$ cat src/design/assert_macros.svh
// Assertion macros shared by the encoder modules.
`ifndef ASSERT_MACROS_SVH
`define ASSERT_MACROS_SVH

// Checked on every rising edge of clk while arst_n is high.
`define ASSERT_CLK(label, prop, msg) \
	label: assert property (@(posedge clk) disable iff (!arst_n) prop) else $error(msg);

// Checked on every rising edge of clk, reset included.
`define ASSERT_ALWAYS(label, prop, msg) \
	label: assert property (@(posedge clk) prop) else $error(msg);

`endif

$ cat src/design/cfe_pkg.sv
// Types and constants shared by the COBS frame encoder modules.
package cfe_pkg;

	localparam int MAX_FRAME_DEF = 255;
	localparam int QDEPTH = 4;
	localparam int QPTR_W = $clog2(QDEPTH);
	localparam int QCNT_W = $clog2(QDEPTH + 1);

	localparam logic [8:0] FULL_DIST = 9'd255;
	localparam logic [7:0] FULL_CODE = 8'hFF;

	// Order of the writes that one queued item may carry.
	localparam logic [1:0] STEP_SPLIT = 2'd0;
	localparam logic [1:0] STEP_MAIN  = 2'd1;
	localparam logic [1:0] STEP_CODE  = 2'd2;
	localparam logic [1:0] STEP_DELIM = 2'd3;

	typedef struct packed {
		logic [7:0] data_byte;
		logic       byte_present;
		logic       frame_end;
	} in_t;

	typedef struct packed {
		logic [8:0] write_addr;
		logic [7:0] write_data;
		logic       last_write;
		logic       frame_complete;
		logic [8:0] frame_length;
		logic       frame_overflow;
	} out_t;

	// Classified item: the writes it causes, in output order.
	typedef struct packed {
		logic       split_v;
		logic [8:0] split_addr;
		logic       main_v;
		logic [8:0] main_addr;
		logic [7:0] main_data;
		logic       end_v;
		logic [8:0] code_addr;
		logic [7:0] code_data;
		logic [8:0] delim_addr;
		logic [8:0] frame_len;
		logic       ovf;
	} cmd_t;

endpackage

$ cat src/design/cfe_front.sv
// Front part: tracks block pointers and turns each item into a write command.
module cfe_front
	import cfe_pkg::*;
#(
	parameter int MAX_FRAME = MAX_FRAME_DEF
) (
	input  logic clk,
	input  logic arst_n,
	input  logic accept,
	input  in_t  item,
	output logic push,
	output cmd_t cmd
);

	localparam logic [7:0] LIMIT = 8'((MAX_FRAME > 255) ? 255 : MAX_FRAME);

	logic [8:0] code_slot_q, next_slot_q;
	logic [7:0] bytes_taken_q;
	logic       overflow_seen_q;

	logic       taken, split;
	logic [8:0] span, span1, cs1, ns1, cs2, ns2, span2;
	logic       ovf_new;

	always_comb begin
		taken   = item.byte_present && (bytes_taken_q < LIMIT);
		ovf_new = overflow_seen_q || (item.byte_present && (bytes_taken_q >= LIMIT));
		span    = next_slot_q - code_slot_q;
		split   = taken && (span >= FULL_DIST);
		cs1     = split ? next_slot_q : code_slot_q;
		ns1     = split ? next_slot_q + 9'd1 : next_slot_q;
		span1   = split ? 9'd1 : span;

		cmd            = '0;
		cmd.split_v    = split;
		cmd.split_addr = code_slot_q;
		cmd.main_v     = taken;
		cs2            = code_slot_q;
		ns2            = next_slot_q;
		if (taken) begin
			ns2 = ns1 + 9'd1;
			if (item.data_byte == 8'd0) begin
				// A zero closes the open block; the next block's code sits after it.
				cmd.main_addr = cs1;
				cmd.main_data = span1[7:0];
				cs2           = ns1;
			end else begin
				cmd.main_addr = ns1;
				cmd.main_data = item.data_byte;
				cs2           = cs1;
			end
		end
		span2          = ns2 - cs2;
		cmd.end_v      = item.frame_end;
		cmd.code_addr  = cs2;
		cmd.code_data  = span2[7:0];
		cmd.delim_addr = ns2;
		cmd.frame_len  = ns2 + 9'd1;
		cmd.ovf        = ovf_new;
		push           = accept && (taken || item.frame_end);
	end

	always_ff @(posedge clk or negedge arst_n) begin
		if (!arst_n) begin
			code_slot_q     <= 9'd0;
			next_slot_q     <= 9'd1;
			bytes_taken_q   <= 8'd0;
			overflow_seen_q <= 1'b0;
		end else if (accept) begin
			if (item.frame_end) begin
				code_slot_q     <= 9'd0;
				next_slot_q     <= 9'd1;
				bytes_taken_q   <= 8'd0;
				overflow_seen_q <= 1'b0;
			end else begin
				code_slot_q     <= cs2;
				next_slot_q     <= ns2;
				bytes_taken_q   <= taken ? bytes_taken_q + 8'd1 : bytes_taken_q;
				overflow_seen_q <= ovf_new;
			end
		end
	end

	`include "assert_macros.svh"

	`ASSERT_CLK(a_taken_bound, bytes_taken_q <= LIMIT, "byte count passed the frame limit")
	`ASSERT_CLK(a_code_before_next, code_slot_q < next_slot_q, "code slot not ahead of data")

endmodule

$ cat src/design/cfe_queue.sv
// Short command queue between the front and back parts.
module cfe_queue
	import cfe_pkg::*;
(
	input  logic clk,
	input  logic arst_n,
	input  logic push,
	input  cmd_t push_cmd,
	input  logic pop,
	output cmd_t head,
	output logic empty,
	output logic full
);

	cmd_t              slots_q [QDEPTH];
	logic [QPTR_W-1:0] wr_ptr_q, rd_ptr_q;
	logic [QCNT_W-1:0] count_q;

	assign empty = (count_q == '0);
	assign full  = (count_q == QCNT_W'(QDEPTH));
	assign head  = slots_q[rd_ptr_q];

	always_ff @(posedge clk) begin
		if (push) begin
			slots_q[wr_ptr_q] <= push_cmd;
		end
	end

	always_ff @(posedge clk or negedge arst_n) begin
		if (!arst_n) begin
			wr_ptr_q <= '0;
			rd_ptr_q <= '0;
			count_q  <= '0;
		end else begin
			if (push) begin
				wr_ptr_q <= wr_ptr_q + 1'b1;
			end
			if (pop) begin
				rd_ptr_q <= rd_ptr_q + 1'b1;
			end
			if (push && !pop) begin
				count_q <= count_q + 1'b1;
			end else if (pop && !push) begin
				count_q <= count_q - 1'b1;
			end
		end
	end

	`include "assert_macros.svh"

	`ASSERT_CLK(a_no_push_full, push |-> !full, "push into a full queue")
	`ASSERT_CLK(a_no_pop_empty, pop |-> !empty, "pop from an empty queue")

endmodule

$ cat src/design/cfe_back.sv
// Back part: steps through the writes of the head command into the output register.
module cfe_back
	import cfe_pkg::*;
(
	input  logic clk,
	input  logic arst_n,
	input  cmd_t head,
	input  logic empty,
	output logic pop,
	input  logic out_stall,
	output logic out_valid,
	output out_t out_item
);

	logic [1:0] sel_q;
	logic       valid_q;
	out_t       item_q;

	logic [3:0] mask;
	logic [1:0] pick;
	logic       found, more, load;
	out_t       nxt;

	always_comb begin
		mask  = {head.end_v, head.end_v, head.main_v, head.split_v};
		pick  = STEP_SPLIT;
		found = 1'b0;
		for (int i = 0; i < 4; i++) begin
			if (!found && mask[i] && (i >= int'(sel_q))) begin
				pick  = 2'(i);
				found = 1'b1;
			end
		end
		more = 1'b0;
		for (int i = 0; i < 4; i++) begin
			if (mask[i] && (i > int'(pick))) begin
				more = 1'b1;
			end
		end

		nxt                = '0;
		nxt.last_write     = !more;
		nxt.frame_overflow = head.ovf;
		unique case (pick)
			STEP_SPLIT: begin
				nxt.write_addr = head.split_addr;
				nxt.write_data = FULL_CODE;
			end
			STEP_MAIN: begin
				nxt.write_addr = head.main_addr;
				nxt.write_data = head.main_data;
			end
			STEP_CODE: begin
				nxt.write_addr = head.code_addr;
				nxt.write_data = head.code_data;
			end
			STEP_DELIM: begin
				nxt.write_addr     = head.delim_addr;
				nxt.write_data     = 8'd0;
				nxt.frame_complete = 1'b1;
				nxt.frame_length   = head.frame_len;
			end
			default: begin
				nxt.write_addr = head.split_addr;
				nxt.write_data = FULL_CODE;
			end
		endcase

		load = !valid_q || !out_stall;
		pop  = load && !empty && !more;
	end

	always_ff @(posedge clk or negedge arst_n) begin
		if (!arst_n) begin
			sel_q   <= STEP_SPLIT;
			valid_q <= 1'b0;
		end else if (load) begin
			valid_q <= !empty;
			if (!empty) begin
				sel_q <= more ? pick + 2'd1 : STEP_SPLIT;
			end
		end
	end

	always_ff @(posedge clk) begin
		if (load && !empty) begin
			item_q <= nxt;
		end
	end

	assign out_valid = valid_q;
	assign out_item  = item_q;

	`include "assert_macros.svh"

	`ASSERT_CLK(a_delim_last, valid_q && item_q.frame_complete |-> item_q.last_write, "bad last")

endmodule

$ cat src/design/cobs_frame_encoder.sv
// COBS frame encoder: takes one raw byte per item and issues buffer writes of the
// stuffed frame; a byte that only extends its block costs one write, a byte that
// forces a 254-byte split adds one write, and a frame end adds the final code and
// delimiter writes, so an item causes up to four writes, while an idle item or a
// dropped byte causes none. A new item is taken every cycle while the four-entry
// command queue has room; the queue drains at one write per cycle while write_stall
// is low, which sets the sustained rate. Input bytes beyond MAX_FRAME (capped at
// 255) are dropped and flagged on frame_overflow.
module cobs_frame_encoder
	import cfe_pkg::*;
#(
	parameter int MAX_FRAME = MAX_FRAME_DEF
) (
	input  logic clk,
	input  logic arst_n,
	input  logic byte_valid,
	output logic byte_stall,
	input  in_t  byte_item,
	output logic write_valid,
	input  logic write_stall,
	output out_t write_item
);

	logic accept, push, pop, empty, full;
	cmd_t cmd, head;

	assign byte_stall = full;
	assign accept     = byte_valid && !full;

	cfe_front #(
		.MAX_FRAME(MAX_FRAME)
	) u_front (
		.clk   (clk),
		.arst_n(arst_n),
		.accept(accept),
		.item  (byte_item),
		.push  (push),
		.cmd   (cmd)
	);

	cfe_queue u_queue (
		.clk     (clk),
		.arst_n  (arst_n),
		.push    (push),
		.push_cmd(cmd),
		.pop     (pop),
		.head    (head),
		.empty   (empty),
		.full    (full)
	);

	cfe_back u_back (
		.clk      (clk),
		.arst_n   (arst_n),
		.head     (head),
		.empty    (empty),
		.pop      (pop),
		.out_stall(write_stall),
		.out_valid(write_valid),
		.out_item (write_item)
	);

endmodule
$ cat config.mk
export PLATFORM = sky130hd
export DESIGN_NAME = cobs_frame_encoder
export DESIGN_NICKNAME = d
export VERILOG_FILES = /design/src/design/cfe_pkg.sv /design/src/design/cfe_front.sv /design/src/design/cfe_queue.sv /design/src/design/cfe_back.sv /design/src/design/cobs_frame_encoder.sv
export VERILOG_INCLUDE_DIRS = /design/src /design/src/design
export SDC_FILE = /design/constraint.sdc
export NUM_CORES = 1
export LEC_CHECK = 0
export BUFFER_PORTS_ARGS = -buffer_cell sky130_fd_sc_hd__buf_2
export CAP_MARGIN = 10
export CORE_MARGIN = 3
export CORE_UTILIZATION = 56
export DETAILED_ROUTE_END_ITERATION = 10
export PLACE_DENSITY = 0.76
export SLEW_MARGIN = 20
export SYNTH_ARGS = -nofsm -noshare
export SYNTH_HDL_FRONTEND = slang
export SYNTH_SLANG_ARGS = --single-unit
$ cat constraint.sdc
create_clock -name clk -period 5.6 [get_ports clk]
set_input_delay 1.4 -clock clk [delete_from_list [all_inputs] [get_ports clk]]
set_output_delay 1.4 -clock clk [all_outputs]
set_load 0.005 [all_outputs]
# Yosys cells after proc, flatten, opt, wreduce, memory -nomap -nowiden
# Memories as Yosys holds them, arrays and structs flattened.
# Index checks and enable logic that the tools add are counted.
# W data, S select, Z words.
[totals]
elab_cells = 108
ram_bits = 260
register_bits = 66
output_inout_bits = 31
in_bits = 14
n_memories = 1
[mem_list]
columns = ["memory", "words", "word_bits", "read_ports", "rd_clocked_by_memory_dff", "wr", "line_no", "source"]
rows = [
  ["u_queue.slots_q", 4, 65, 1, 0, 1, "cfe_queue.sv:15", "cmd_t slots_q [QDEPTH];"],
]
[classes]
add_sub_neg = 11
n_bitwise = 1
eq_ne = 4
order_cmp = 9
n_reduce_logical = 38
muxes = 29
[ops]
columns = ["op", "count"]
rows = [
  ["$pmux W17 S4", 1],
  ["$mux W9", 7],
  ["$mux W17", 2],
  ["$add A9 B1 Y9 const B", 3],
  ["$mux W8", 3],
  ["$logic_and A1 B1 Y1", 18],
  ["$logic_not A1 Y1", 10],
  ["$mux W1", 10],
  ["$mux W10", 1],
  ["$ge A9 B8 Y1 const B", 1],
  ["$sub A9 B9 Y9", 1],
  ["$add A8 B1 Y8 const B", 1],
  ["$ge A8 B8 Y1 const B", 1],
  ["$logic_not A8 Y1", 1],
  ["$lt A8 B8 Y1 const B", 1],
  ["$sub A8 B8 Y8", 1],
  ["$add A2 B1 Y2 const B", 3],
  ["$mux W2", 3],
  ["$mux W3", 2],
  ["$eq A2 B2 Y1 const B", 2],
  ["$ge A1 B2 Y1 const A", 2],
  ["$gt A2 B2 Y1 const A", 2],
  ["$reduce_and A2 Y1", 2],
  ["$reduce_bool A2 Y1", 2],
  ["other kinds (10)", 12],
]

# Depth between registers and ports, before layout
# Gate-level depths: netlist of the first run.
[depth]
depth_word = 24
depth_mapped = 24
mapped_depth_nobuf = 23

# By module
# From an unflattened synthesis of the first run, not the netlist that was laid out.
[hier_totals]
cells_unflattened = 943
area_unflattened_um2 = 14786.7
[modules_own_cells]
columns = ["module", "instances", "seq_area_each_um2", "cells_each", "area_per_inst_um2"]
rows = [
  ["cfe_queue", 1, 7982.7, 374, 9808.2],
  ["cfe_front", 1, 676.9, 460, 3413.3],
  ["cfe_back", 1, 945.9, 108, 1551.5],
  ["cobs_frame_encoder", 1, 0.0, 1, 13.8],
]

# Worst setup path before layout of the first run
# No wires, ideal clock.
[synth_path]
kind = "reg2reg"
from = "reg u_front.next_slot_q[0]"
to = "mem u_queue.slots_q[0][26] (netlist name), data pin"
arrival_ps = 5172
path_stages_with_launch = 24
path_slack_ps = 156
period_less_slack_ps = 5444
setup_time_ps = 272
path_buffers = 1
required_time_ps = 5328
path_cell_list = "dfstp_2 -> inv_1 -> ha_1 -> fa_1 -> nand2b_1 -> a21oi_1 -> o32a_2 -> nand4b_1 -> o31a_1 -> buf_6 -> nor2_2 -> o21ai_0 -> ha_1 -> or3_1 -> a21oi_2 -> xor2_1 -> ha_1 -> o21ai_0 -> nand2b_1 -> a21o_1 -> a21o_1 -> a21o_1 -> maj3_1 -> xnor2_1"
[synth_rtl]
columns = ["item", "line_no", "source"]
rows = [
  ["from (decl)", "cfe_front.sv:17", "logic [8:0] code_slot_q, next_slot_q;"],
  ["from (signal assigned)", "cfe_front.sv:77", "next_slot_q <= ns2;"],
  ["to (decl)", "cfe_queue.sv:15", ""],
]

==> results of run 1 <==
## layer usage
layer,track usage,part of all wire,vias to the layer above
li1,-,-,3692
met1,0.3291,0.41,4265
met2,0.3685,0.49,462
met3,0.03690,0.085,44
met4,0.05308,0.018,0
met5,0,0,-
## state kept, by name, indices dropped and copies added, names as in the netlist
| register | cells |
|---|---|
| u_front.code_slot_q | 9 |
| u_front.overflow_seen_q | 1 |
| u_queue.wr_ptr_q | 2 |
| u_back.sel_q | 2 |
| u_queue.count_q | 3 |
| u_back.out_item | 29 |
| u_front.bytes_taken_q | 8 |
| u_back.out_valid | 1 |
| u_queue.slots_q | 260 |
| u_queue.rd_ptr_q | 2 |
| u_front.next_slot_q | 9 |
## synth_stat cells, drive strengths merged, types with 15 or more instances
cell    count  area share
mux4       65        0.10
edfxtp    289        0.60
o21ai      38       0.013
clkbuf     34      0.0089
xor2       20       0.013
nor2       51       0.013
inv        32      0.0083
dfrtp      36       0.063
ha         29       0.025
and2       15      0.0065
buf        17      0.0052
xnor2      33       0.021
nand2      57       0.015
a21oi      31       0.012
## cell families after synthesis
| kind of cell | Yosys count | share of synthesized area |
|---|---|---|
| buffers and inverters | 84 | 0.02268 |
| adders and majority gates | 33 | 0.03007 |
| xor gates and xnor gates | 53 | 0.03328 |
| AOI/OAI and AO/OA | 162 | 0.07925 |
| and+or+nand+nor | 188 | 0.06448 |
| DFF | 326 | 0.6671 |
| muxes | 67 | 0.1031 |
## critical path: cells and delay by family (launching register included)
family	cells	cell delay [ps]
adder cells (fa/ha/maj)	5	1470
AO/OA/AOI/OAI	8	1450
AND/OR/NAND/NOR	5	1020
buffers and inverters	1	60
flip-flops	1	560
XOR/XNOR	3	550
## stage by stage
stage	setup slack, ps	utilization	setup TNS [ps]
2_1_floorplan	156.5	-	0
3_3_place_gp	218.5	0.5997	0
3_5_place_dp	31.40	0.5997	0
4_1_cts	32.72	0.6402	0
5_1_grt	-17.37	0.6447	-52.24
6_report	230.8	0.6447	0
## worst max path at each step
stage                                       endpoint  slack, ps                          startpoint  depth (start not counted)
finish              u_queue.slots_q[0][26]$_DFFE_PP_        230  u_front.next_slot_q[0]$_DFFE_PN1P_                         22
floorplan           u_queue.slots_q[0][26]$_DFFE_PP_        160  u_front.next_slot_q[0]$_DFFE_PN1P_                         23
global route        u_queue.slots_q[0][26]$_DFFE_PP_        -20  u_front.next_slot_q[0]$_DFFE_PN1P_                         22
detailed placement  u_queue.slots_q[3][26]$_DFFE_PP_         30  u_front.next_slot_q[0]$_DFFE_PN1P_                         22
global placement    u_queue.slots_q[0][26]$_DFFE_PP_        220  u_front.next_slot_q[0]$_DFFE_PN1P_                         22
CTS                 u_queue.slots_q[0][26]$_DFFE_PP_         30  u_front.next_slot_q[0]$_DFFE_PN1P_                         22
## power by group through the flow
stage	clock network, mW	registers (mW)	logic (mW)
CTS	2.08	4.03	3.71
global placement	0	4.03	3.58
detailed placement	0	4.07	3.65
finish	2.04	4.03	3.83
floorplan	0	3.94	2.58
global route	2.17	4.10	4.15
## layout make-up
| type | count | area (um^2) | area share |
|---|---|---|---|
| repair buffers | 82 | 559.3 | 0.03435 |
| clock buffers | 44 | 894.6 | 0.05495 |
| clock inverters | 14 | 118.9 | 0.007301 |
| well taps | 330 | 412.9 | 0.02536 |
| flip-flops and latches | 326 | 9612 | 0.5904 |
| inverters | 33 | 123.9 | 0.007608 |
| multi-input cells | 503 | 4559 | 0.2800 |
## what timing repair did
item | CTS | global route
resized for setup | 1 | 16
setup buffers | 0 | 6
endpoints found under the setup margin | 4 | 8
pin swaps | 0 | 7
==> flow_results.org, run 1 <==
** Drt
- Post-DRT Antenna Nets :: 0
- Average detailed-routed wire length per instance :: 23.67 um
- Per-cell via count in the routed design :: between 6 and 7
- Starting DRC count in detailed routing :: 1044
- Across all layers, the routed design uses roughly 8.5k vias.
- Detailed-routing iteration count for the pre-antenna-repair pass :: 5
- Routed wire length :: 31.53 mm
- Total DRC errors in the routed layout :: 0

** Cells and area
- Excluding fillers, the count of instances in the completed layout stands at 1332.
- Fraction of final layout cells with drive strength greater than 1 :: 0.2355
- In the layout the commonest cells are 289 x edfxtp_1, 65 x mux4_2, 57 x nand2_1.
- Commonest non-fill, non-tap cell in the layout :: edfxtp_1
- 0 antenna diodes ended up in the layout.
- The layout has 1770 filler cells.
- Relative to the synthesized area, the layout overhead comes to 13.07%.
- Layout net count :: 1023
- The finished cells cover roughly 0.016 mm^2.

** Pwr
- In this run the power spent charging and discharging nets is 3.443 mW.
- Total power per unit cell area :: 608.4 mW/mm^2
- The share of total power dissipated in sequential elements is 0.407.
- For this design the static power due to leakage is around 5.7 nW.
- The share of total power dissipated in the clock network is 0.206.
- Internal power consumption :: ~6.5 mW
- Of the total power, the share spent switching nets is 0.3476.
- Overall power after layout :: 9.904 mW
- VDD sags by at most 0.0003440 V.
- Portion of total power attributed to combinational logic :: 0.387

** GRT
- The first global-routing pass estimated 49.20 mm of wire.
- Initial antenna violation count :: 0
- Total congestion overflow :: 0
- Number of global-route vias before repair :: 8373
- In the global route stage, overall resource usage came out at 0.2264.
- Entering global routing, the biggest net connects 66 pins.

** Synthesis
- Count of synthesis-stage warnings from yosys :: 0
- Number of enable-type register cells in the synthesized netlist :: 289
- Flip-flop and latch count after synthesis :: 326
- FFs w/ async S/R, synth :: 0.1135
- Of the synthesized area, sequential elements account for 0.6671.
- The number of nets in the synthesized netlist is roughly 960.
- Cell area after synthesis :: roughly 0.014 mm^2
- Mapped Cells :: 913
- After synthesis, the netlist uses 70 different library cells.
- A synthesized cell averages roughly 16 um^2.
- Most used DFF post-synth :: edfxtp_1

** Critical path
- End of the worst register-to-register path :: u_queue.slots_q[0][26]$_DFFE_PP_
- Setup slack on the worst reg-to-reg path comes out at around 230 ps.
- The worst setup path is launched from a register.
- At the worst endpoint, the arrival time is approximately 5700 ps.
- Cells along the critical path :: inv_1, ha_1, fa_2, nand2b_4, a21oi_2, xor2_1, nand4b_1, o31a_1, nor2_4, o21ai_1, ha_1, or3_1, a21oi_4, xor2_1, ha_1, o21ai_0, nand2b_1, a21o_1, a21o_1, a21o_1, maj3_1, xnor2_2
- The critical path in this run is classified as register to register.
- The worst setup path is captured at a register.
- Max stage delay on crit path :: 560 ps
- Worst-path maximum fanout :: 4
- Required time at the worst-slack endpoint :: 5910 ps
- The worst register-to-register path begins at u_front.next_slot_q[0]$_DFFE_PN1P_.
- Slowest cell on the critical path :: dfstp_2
- Counting cells, the worst reg-to-reg path comes to 22.

** Clocking
- # clock sinks :: 326
- Clock latency reported for the late side of the worst-skew pair :: 580 ps
- The longest clock path from root to sink contains 3 buffers.
- The number of clock buffers added by TritonCTS is 31.
- CTS root buffer :: clkbuf_16
- Total number of H-tree levels :: 1
- TritonCTS built the clock tree.
- Clock-pin slew on the worst setup and hold paths :: around 70 ps
- Hold repair after CTS inserted 0 buffers.

** Floorplan
- Die W :: 166.4 um
- In this run the count of I/O pins placed on the die edge is 45.
- The die is 166.4 um tall.
- The total area inside the core boundary comes to approximately 0.025 mm^2.
- The floorplan has 58 rows.
- The floorplan step defined a die boundary enclosing between 0.02 and 0.03 mm^2.
- Initial core utilization :: 0.5702

** STA
- The final count of hold timing violations is 0.
- In the finished design, the share of the clock period the worst path needs comes to 0.9588.
- For the final database, setup skew stands at 24.94 ps.
- Setup violations remaining at the end of the flow were counted as 0.
- Maximum operating frequency :: between 150 and 200 MHz
- Time the final worst path needs with I/O delays and setup :: roughly 5400 ps
- Slew Limit Fails :: 0
- Headroom to the max-slew limit :: 0.2883
- Final hold analysis gives a worst-case slack of 482.7 ps.
- Slew at the pin closest to its max-slew limit :: 1068 ps

** Place
- GP Congestion :: 0.9061
- Detailed placement finished with a half-perimeter wire length of 19.34 mm.
- The number of placed instances, taps included, is 1268.
- Placement-stage cell area :: 0.01515 mm^2
- In this run the tool buffered the top-level ports with 44 buffer cells.

** Hold path
- In this run the most critical hold path is launched from u_back.sel_q[0]$_DFFE_PN0P_.
- The worst hold path passes through 2 cells.
- The path with the worst hold slack has its endpoint at u_back.sel_q[0]$_DFFE_PN0P_.
- In this run the worst hold path is classified as register to register.

** Run
- The tool flagged a number of max-cap violations equal to 0.

** Run status
- The run finished with clean final reports.
Note: power is estimated with default switching activity, not from simulation.
==> run 2, diff against run 1 <==
--- a/config.mk
+++ b/config.mk
@@ -13,3 +13,3 @@
 export DETAILED_ROUTE_END_ITERATION = 10
-export PLACE_DENSITY = 0.76
+export PLACE_DENSITY_LB_ADDON = 0.1
 export SLEW_MARGIN = 20
--- a/constraint.sdc
+++ b/constraint.sdc
@@ -3,2 +3,2 @@
 set_output_delay 1.4 -clock clk [all_outputs]
-set_load 0.005 [all_outputs]
+set_load 0.05 [all_outputs]
==> flow_results.org, run 2 (synthesis results as in run 1) <==
** Run status
- The run finished with clean final reports.

** Cells and area
- Final instance area :: 0.01640 mm^2
- Synth-to-layout area growth :: 13.89%
- FF/Latch Area :: between 0.009 and 0.01 mm^2
- The final layout contains between 1k and 1.5k nets.
- For this run, the share of the core covered by cells in the final layout is 0.6494.
- The register with the most flip-flops in the layout has 260 of them.
- Register containing the most flip-flops in the final layout :: u_queue.slots_q
- Of the cells placed in the final design, the portion with a size suffix greater than 1 is 0.2333.
- The filler cells instantiated in the layout total around 1.8k.
- The library cells used most frequently in the layout, excluding fill and tap cells, are 289 x edfxtp_1, 65 x mux4_2, 57 x nand2_1.
- The multi-input combinational cells in the finished layout cover a total of 0.004557 mm^2.
- 0 antenna diodes ended up in the layout.
- The library cell used most frequently in the layout, excluding fill and tap cells, is edfxtp_1.

** STA
- Based on the critical path, the design can be clocked at up to around 190 MHz.
- At the pin with the least slew margin, the transition time is approximately 1100 ps.
- Headroom to the max-slew limit came out at 0.2750.
- The final max-slew violation count is 0.
- Hold slack final :: 491.9 ps
- Portion of the clock cycle consumed by the worst path in the final layout :: 0.9651
- Time the final worst path needs with I/O delays and setup :: around 5400 ps
- Final number of hold-violating endpoints :: 0
- Aggregate negative setup slack :: 0 ps
- Minimum setup slack in the final design :: 195.3 ps
- Final worst clock skew :: 14.38 ps
- # setup viols final :: 0

** Clocking
- Clock latency reported for the late side of the worst-skew pair :: between 500 and 600 ps
- CTS tree :: yes
- Cts hold-fix bufs :: 0
- The longest clock path from root to sink contains 3 buffers.
- In this run the number of H-tree levels came out at 2.
- # clock sinks :: 326
- CTS root buffer :: clkbuf_16
- After clock tree synthesis, the clock-pin slew on the worst setup and hold paths is 60 ps.
- Counting the buffers created by CTS gives 35.

** GRT
- In the global route stage, overall resource usage came out at 0.2391.
- Maximum number of pins on one net before global-route repair :: between 60 and 70
- Total congestion overflow :: 0
- The number of global-route vias before repair is 8755.
- Initial antenna violation count :: 1
- Wire length of the first global-routing pass :: 51.00 mm

** Hold path
- Class of the tightest hold or removal check :: register to register
- In this run the most critical hold path is launched from u_back.sel_q[0]$_DFFE_PN0P_.
- Along the worst hold path, the cell count comes to 2.

** Critical path
- Of all nets on the critical path, the largest fanout is 5.
- Type of element capturing the critical path :: register
- Required time at the worst-slack endpoint :: 5840 ps
- Max stage delay on crit path :: between 500 and 600 ps
- Top cell family by delay on the critical path :: compound AO/OA/AOI/OAI gates
- Cells along the critical path :: inv_1, ha_2, fa_2, nand2b_4, a21oi_1, xor2_1, nand4b_1, o31a_1, nor2_4, o21ai_1, ha_1, or3_1, a21oi_4, xor2_2, ha_1, o21ai_0, nand2b_1, a21o_1, a21o_1, a21o_1, maj3_1, xnor2_2
- The worst setup path is launched from a register.
- Origin of the worst setup path :: u_front.next_slot_q[0]$_DFFE_PN1P_
- Number of buffer and inverter stages on the critical path :: 1
- The slowest stage of the critical path is the dfstp_2 cell.
- The worst register-to-register path begins at u_front.next_slot_q[0]$_DFFE_PN1P_.
- Cell repeated most along the worst path :: a21o_1
- Crit Path Class :: register to register
- Worst Reg-to-Reg Cells :: 22
- Endpoint arrival time on the critical path :: 5650 ps
- Stages on the worst setup path :: 22

** Floorplan
- The die covers 0.02767 mm^2.
- Die W :: 166.4 um
- Vert. Die Dim :: about 170 um
- In this run the core area contains 58 standard-cell rows.
- In this run the count of I/O pins placed on the die edge is 45.
- Floorplan core area :: around 0.025 mm^2
- The initial utilization of the core area, before any placement, comes to 0.5702.

** Pwr
- Highest ir drop seen on vdd :: approximately 0.00035 V
- Leakage component of the power :: 5.758 nW
- Total power per unit cell area :: approximately 650 mW/mm^2

** Drt
- Routed wire length :: 32.84 mm
- Average detailed-routed wire length per instance :: 24.63 um
- Per-cell via count in the routed design :: 6.284
- Total DRC errors in the routed layout :: 0
- Via total after detailed routing :: approximately 8.4k
- Detailed-routing iteration count for the pre-antenna-repair pass :: 5
- After the first detailed-routing iteration, the DRC count stood at 891.
- Post-DRT Antenna Nets :: 0

** Place
- At the end of routability-driven placement, the weighted congestion stood at 0.9229.
- DPL Wire Length :: around 21 mm
- The placed instances occupy a cell area of 0.01517 mm^2.
- At the placement stage, the worst setup path has a slack of 7.158 ps.
- During placement, the flow inserted port buffers numbering 44.

** Run
- Across the run, the number of max-cap violations was 0.
-- run 2: cell count changes in the layout (fill, tap and decap cells not counted), moves of 3 or more --
cell and delta:
clkbuf_16 +5, clkbuf_8 -5, clkinv_2 -4, bufinv_16 +3, clkinv_1 +3
-- run 2: path summary, 6_finish.rpt --
check	slack [ps]	end
max in group asynchronous	3840	u_queue.rd_ptr_q[0]$_DFFE_PN0P_
worst max-delay path	200	u_queue.slots_q[2][26]$_DFFE_PP_
worst min-delay path	490	u_back.sel_q[0]$_DFFE_PN0P_
min in group asynchronous	1050	u_front.next_slot_q[3]$_DFFE_PN0P_
worst max register to register	200	u_queue.slots_q[2][26]$_DFFE_PP_
worst min register to register	490	u_back.sel_q[0]$_DFFE_PN0P_
-- run 2: cell type report --
class	instances	area share
Clock buffer	43	0.05776
Clock inverter	16	0.01152
Inverter	33	0.007553
Multi-Input combinational cell	503	0.2779
Sequential cell	326	0.5860
Tap cell	330	0.02518
Timing Repair Buffer	82	0.03410
-- run 2: worst min-delay path, cell delays in order (launching register included) --
cell     delay, ps
dfrtp_1        340
nand2_1         50
o31ai_1         60
-- run 2: power by group --
part | internal [mW] | total [mW] | switching, mW
clock network | 1.38 | 2.26 | 0.878
registers | 3.74 | 3.99 | 0.256
logic | 1.60 | 4.33 | 2.73
-- run 2: per-layer routing --
layer,GRT usage,part of all wire,vias up
li1,-,-,3704
met1,0.3389,0.42,4285
met2,0.3844,0.48,318
met3,0.03832,0.065,68
met4,0.08501,0.032,2
met5,0,0.00040,-
-- run 2: timing repair --
item / CTS / global route
pin swaps: 0 / 6
endpoints found under the hold margin: 0 / 0
endpoints found under the setup margin: 4 / 8
gates resized for setup: 1 / 14
buffers inserted: 0 / 3
-- run 2: through the flow --
step	total power, mW	instances
2_1_floorplan	6.884	913
3_3_place_gp	8.098	1271
3_5_place_dp	8.235	1271
4_1_cts	10.56	1330
5_1_grt	11.11	1333
6_report	10.58	1333
==> run 3, diff against run 2 <==
- CORE_UTILIZATION: 56 -> 55
==> flow_results.org, run 3 (synthesis results as in run 1) <==
** Run status
- Run status :: finished, final reports clean

** Cells and area
- Counting flops per register, the top entry is u_queue.slots_q.
- Post-layout util :: 0.6417
- Across the whole layout, storage elements account for about 0.0096 mm^2.
- Counting the fill cells in the layout gives approximately 1.8k.
- Summing all multi-input logic gate instances after layout gives 0.004526 mm^2.
- 0 antenna diodes ended up in the layout.
- Commonest non-fill, non-tap cell in the layout :: edfxtp_1
- Excluding fillers, the count of instances in the completed layout stands at 1346.
- Synth-to-layout area growth :: 13.51%
- The library cells used most frequently in the layout, excluding fill and tap cells, are 289 x edfxtp_1, 65 x mux4_2, 57 x nand2_1.
- Fraction of final layout cells with drive strength greater than 1 :: 0.2313
- In the final design database the tool counted 1035 nets.
- The register with the most flip-flops in the layout has 260 of them.

** Place
- The count of buffers added on input and output ports is 44.
- At the end of routability-driven placement, the weighted congestion stood at between 0.9 and 1.
- The wire-length estimate of the detail-placed layout is 21.48 mm.
- DP Cell Count :: 1275
- Timing analysis after detailed placement gives a worst setup slack of 30.47 ps.

** Critical path
- The worst setup path is launched from a register.
- Type of element capturing the critical path :: register
- Crit Path Class :: register to register
- Required time at the worst-slack endpoint :: slightly below 6000 ps
- Worst-path maximum fanout :: 4
- Endpoint arrival time on the critical path :: 5570 ps

** Clocking
- After clock tree synthesis, the clock-pin slew on the worst setup and hold paths is approximately 60 ps.
- CTS placed an instance of clkbuf_16 at the clock tree root.
- Total number of H-tree levels :: 2
- The longest clock path from root to sink contains 3 buffers.
- CTS tree :: yes
- Number of buffers created by CTS :: 35
- Clock latency reported for the late side of the worst-skew pair :: 510 ps
- # clock sinks :: 326

** Pwr
- The analysis attributes to cell leakage a power of 5.751 nW.
- Highest ir drop seen on vdd :: approximately 0.00035 V
- Total power per unit cell area :: ~640 mW/mm^2

** STA
- Setup violations remaining at the end of the flow were counted as 0.
- The final max-slew violation count was 0.
- Of the available clock period, the critical path in the final layout requires 0.9537.
- Headroom to the max-slew limit :: 0.3651
- The final count of hold timing violations came to 0.
- Setup slack closes at 259.1 ps.
- Final worst clock skew :: 16.29 ps
- Hold slack final :: between 400 and 500 ps
- Aggregate negative setup slack :: 0 ps
- At the pin with the least slew margin, the transition time is 948.9 ps.
- Static timing analysis puts the maximum clock frequency at 187.2 MHz.
- The worst path in the final design needs a cycle of about 5300 ps, including I/O delays and setup.

** Drt
- Across all layers, the routed design uses roughly 8.4k vias.
- In the routed design, unresolved DRC markers number 0.
- Per-cell via count in the routed design :: 6.253
- Starting DRC count in detailed routing :: 786
- Detailed-routing iteration count for the pre-antenna-repair pass :: 7
- Post-DRT Antenna Nets :: 0
- Dividing the detail-routed wire length by the instance count gives 24.35 um.
- The routed design has between 30 and 40 mm of wire.

** Floorplan
- Vert. Die Dim :: 167.8 um
- Initial core utilization :: 0.5653
- In this run the count of I/O pins placed on the die edge is 45.
- Area enclosed by the die boundary :: 0.02816 mm^2
- Die W :: 167.8 um
- In this run the core area contains 58 standard-cell rows.
- Floorplan core area :: 0.02547 mm^2

** Run
- Reported max-cap violation count :: 0

** GRT
- The number of global-route vias before repair came to 8681.
- Wire length of the first global-routing pass :: 51.84 mm
- Global routing finished with a remaining overflow of 0.
- The number of antenna violations at the first check in global routing is 0.
- Entering global routing, the biggest net connects 58 pins.
- In the global route stage, overall resource usage came out at 0.2381.

** Hold path
- In this run the worst hold path is classified as register to register.
-- run 3: changes by cell type in the layout (fill, tap and decap cells not counted), sizes merged --
cell and change:
bufinv -3, buf +8, clkinv +2, inv +2, clkbuf +4
-- run 3: path summary, 6_finish.rpt --
path | startpoint | endpoint | slack (ps) | depth (start not counted)
max | u_front.next_slot_q[0]$_DFFE_PN1P_ | u_queue.slots_q[3][26]$_DFFE_PP_ | 260 | 22
min | u_back.sel_q[0]$_DFFE_PN0P_ | u_back.sel_q[0]$_DFFE_PN0P_ | 490 | 2
max reg2reg | u_front.next_slot_q[0]$_DFFE_PN1P_ | u_queue.slots_q[3][26]$_DFFE_PP_ | 260 | 22
min reg2reg | u_back.sel_q[0]$_DFFE_PN0P_ | u_back.sel_q[0]$_DFFE_PN0P_ | 490 | 2
max in group asynchronous | arst_n | u_queue.rd_ptr_q[0]$_DFFE_PN0P_ | 3870 | 1
min in group asynchronous | arst_n | u_front.code_slot_q[4]$_DFFE_PN0P_ | 1040 | 1
-- run 3: timing repair --
action	4_1_cts	5_1_grt
hold buffers	0	0
endpoints found under the setup margin	4	8
pin swaps	0	7
resized for setup	1	8
setup buffers	0	7
-- run 3: power breakdown --
group          switching (mW)  leakage, nW  total (mW)  internal (mW)
sequential              0.259         3.18        3.99           3.74
combinational            2.70         2.05        4.33           1.63
clock                   0.906        0.523        2.15           1.24
-- run 3: routing by layer --
metal	track usage	up-vias	part of all wire
met2	0.3843	352	0.49
met1	0.3502	4289	0.42
li1	-	3733	-
met3	0.03475	42	0.069
met4	0.05656	0	0.020
met5	0	-	0
-- run 3: through the flow --
stage	total power [mW]	area, um^2
floorplan	6.884	14400
global placement	8.129	15190
detailed placement	8.272	15190
CTS	10.45	16260
global route	11.05	16340
finish	10.47	16340
-- run 3: worst max-delay path: stages (launching register included) --
cell,delay (ps)
dfstp_2,530
inv_1,50
ha_1,220
fa_2,360
nand2b_4,160
a21oi_2,200
o32a_2,190
nand4b_1,160
o31a_1,370
nor2_4,160
o21ai_1,100
ha_1,220
or3_1,400
a21oi_4,170
xor2_1,160
ha_1,280
o21ai_0,100
nand2b_1,110
a21o_1,190
a21o_1,200
a21o_1,180
maj3_1,390
xnor2_2,180
-- run 3: area by class of cell --
cell class,count,area share
Multi-Input combinational cell,503,0.2769
Tap cell,330,0.02526
Clock inverter,17,0.007732
Inverter,33,0.007579
Sequential cell,326,0.5880
Timing Repair Buffer,90,0.03690
Clock buffer,47,0.05764
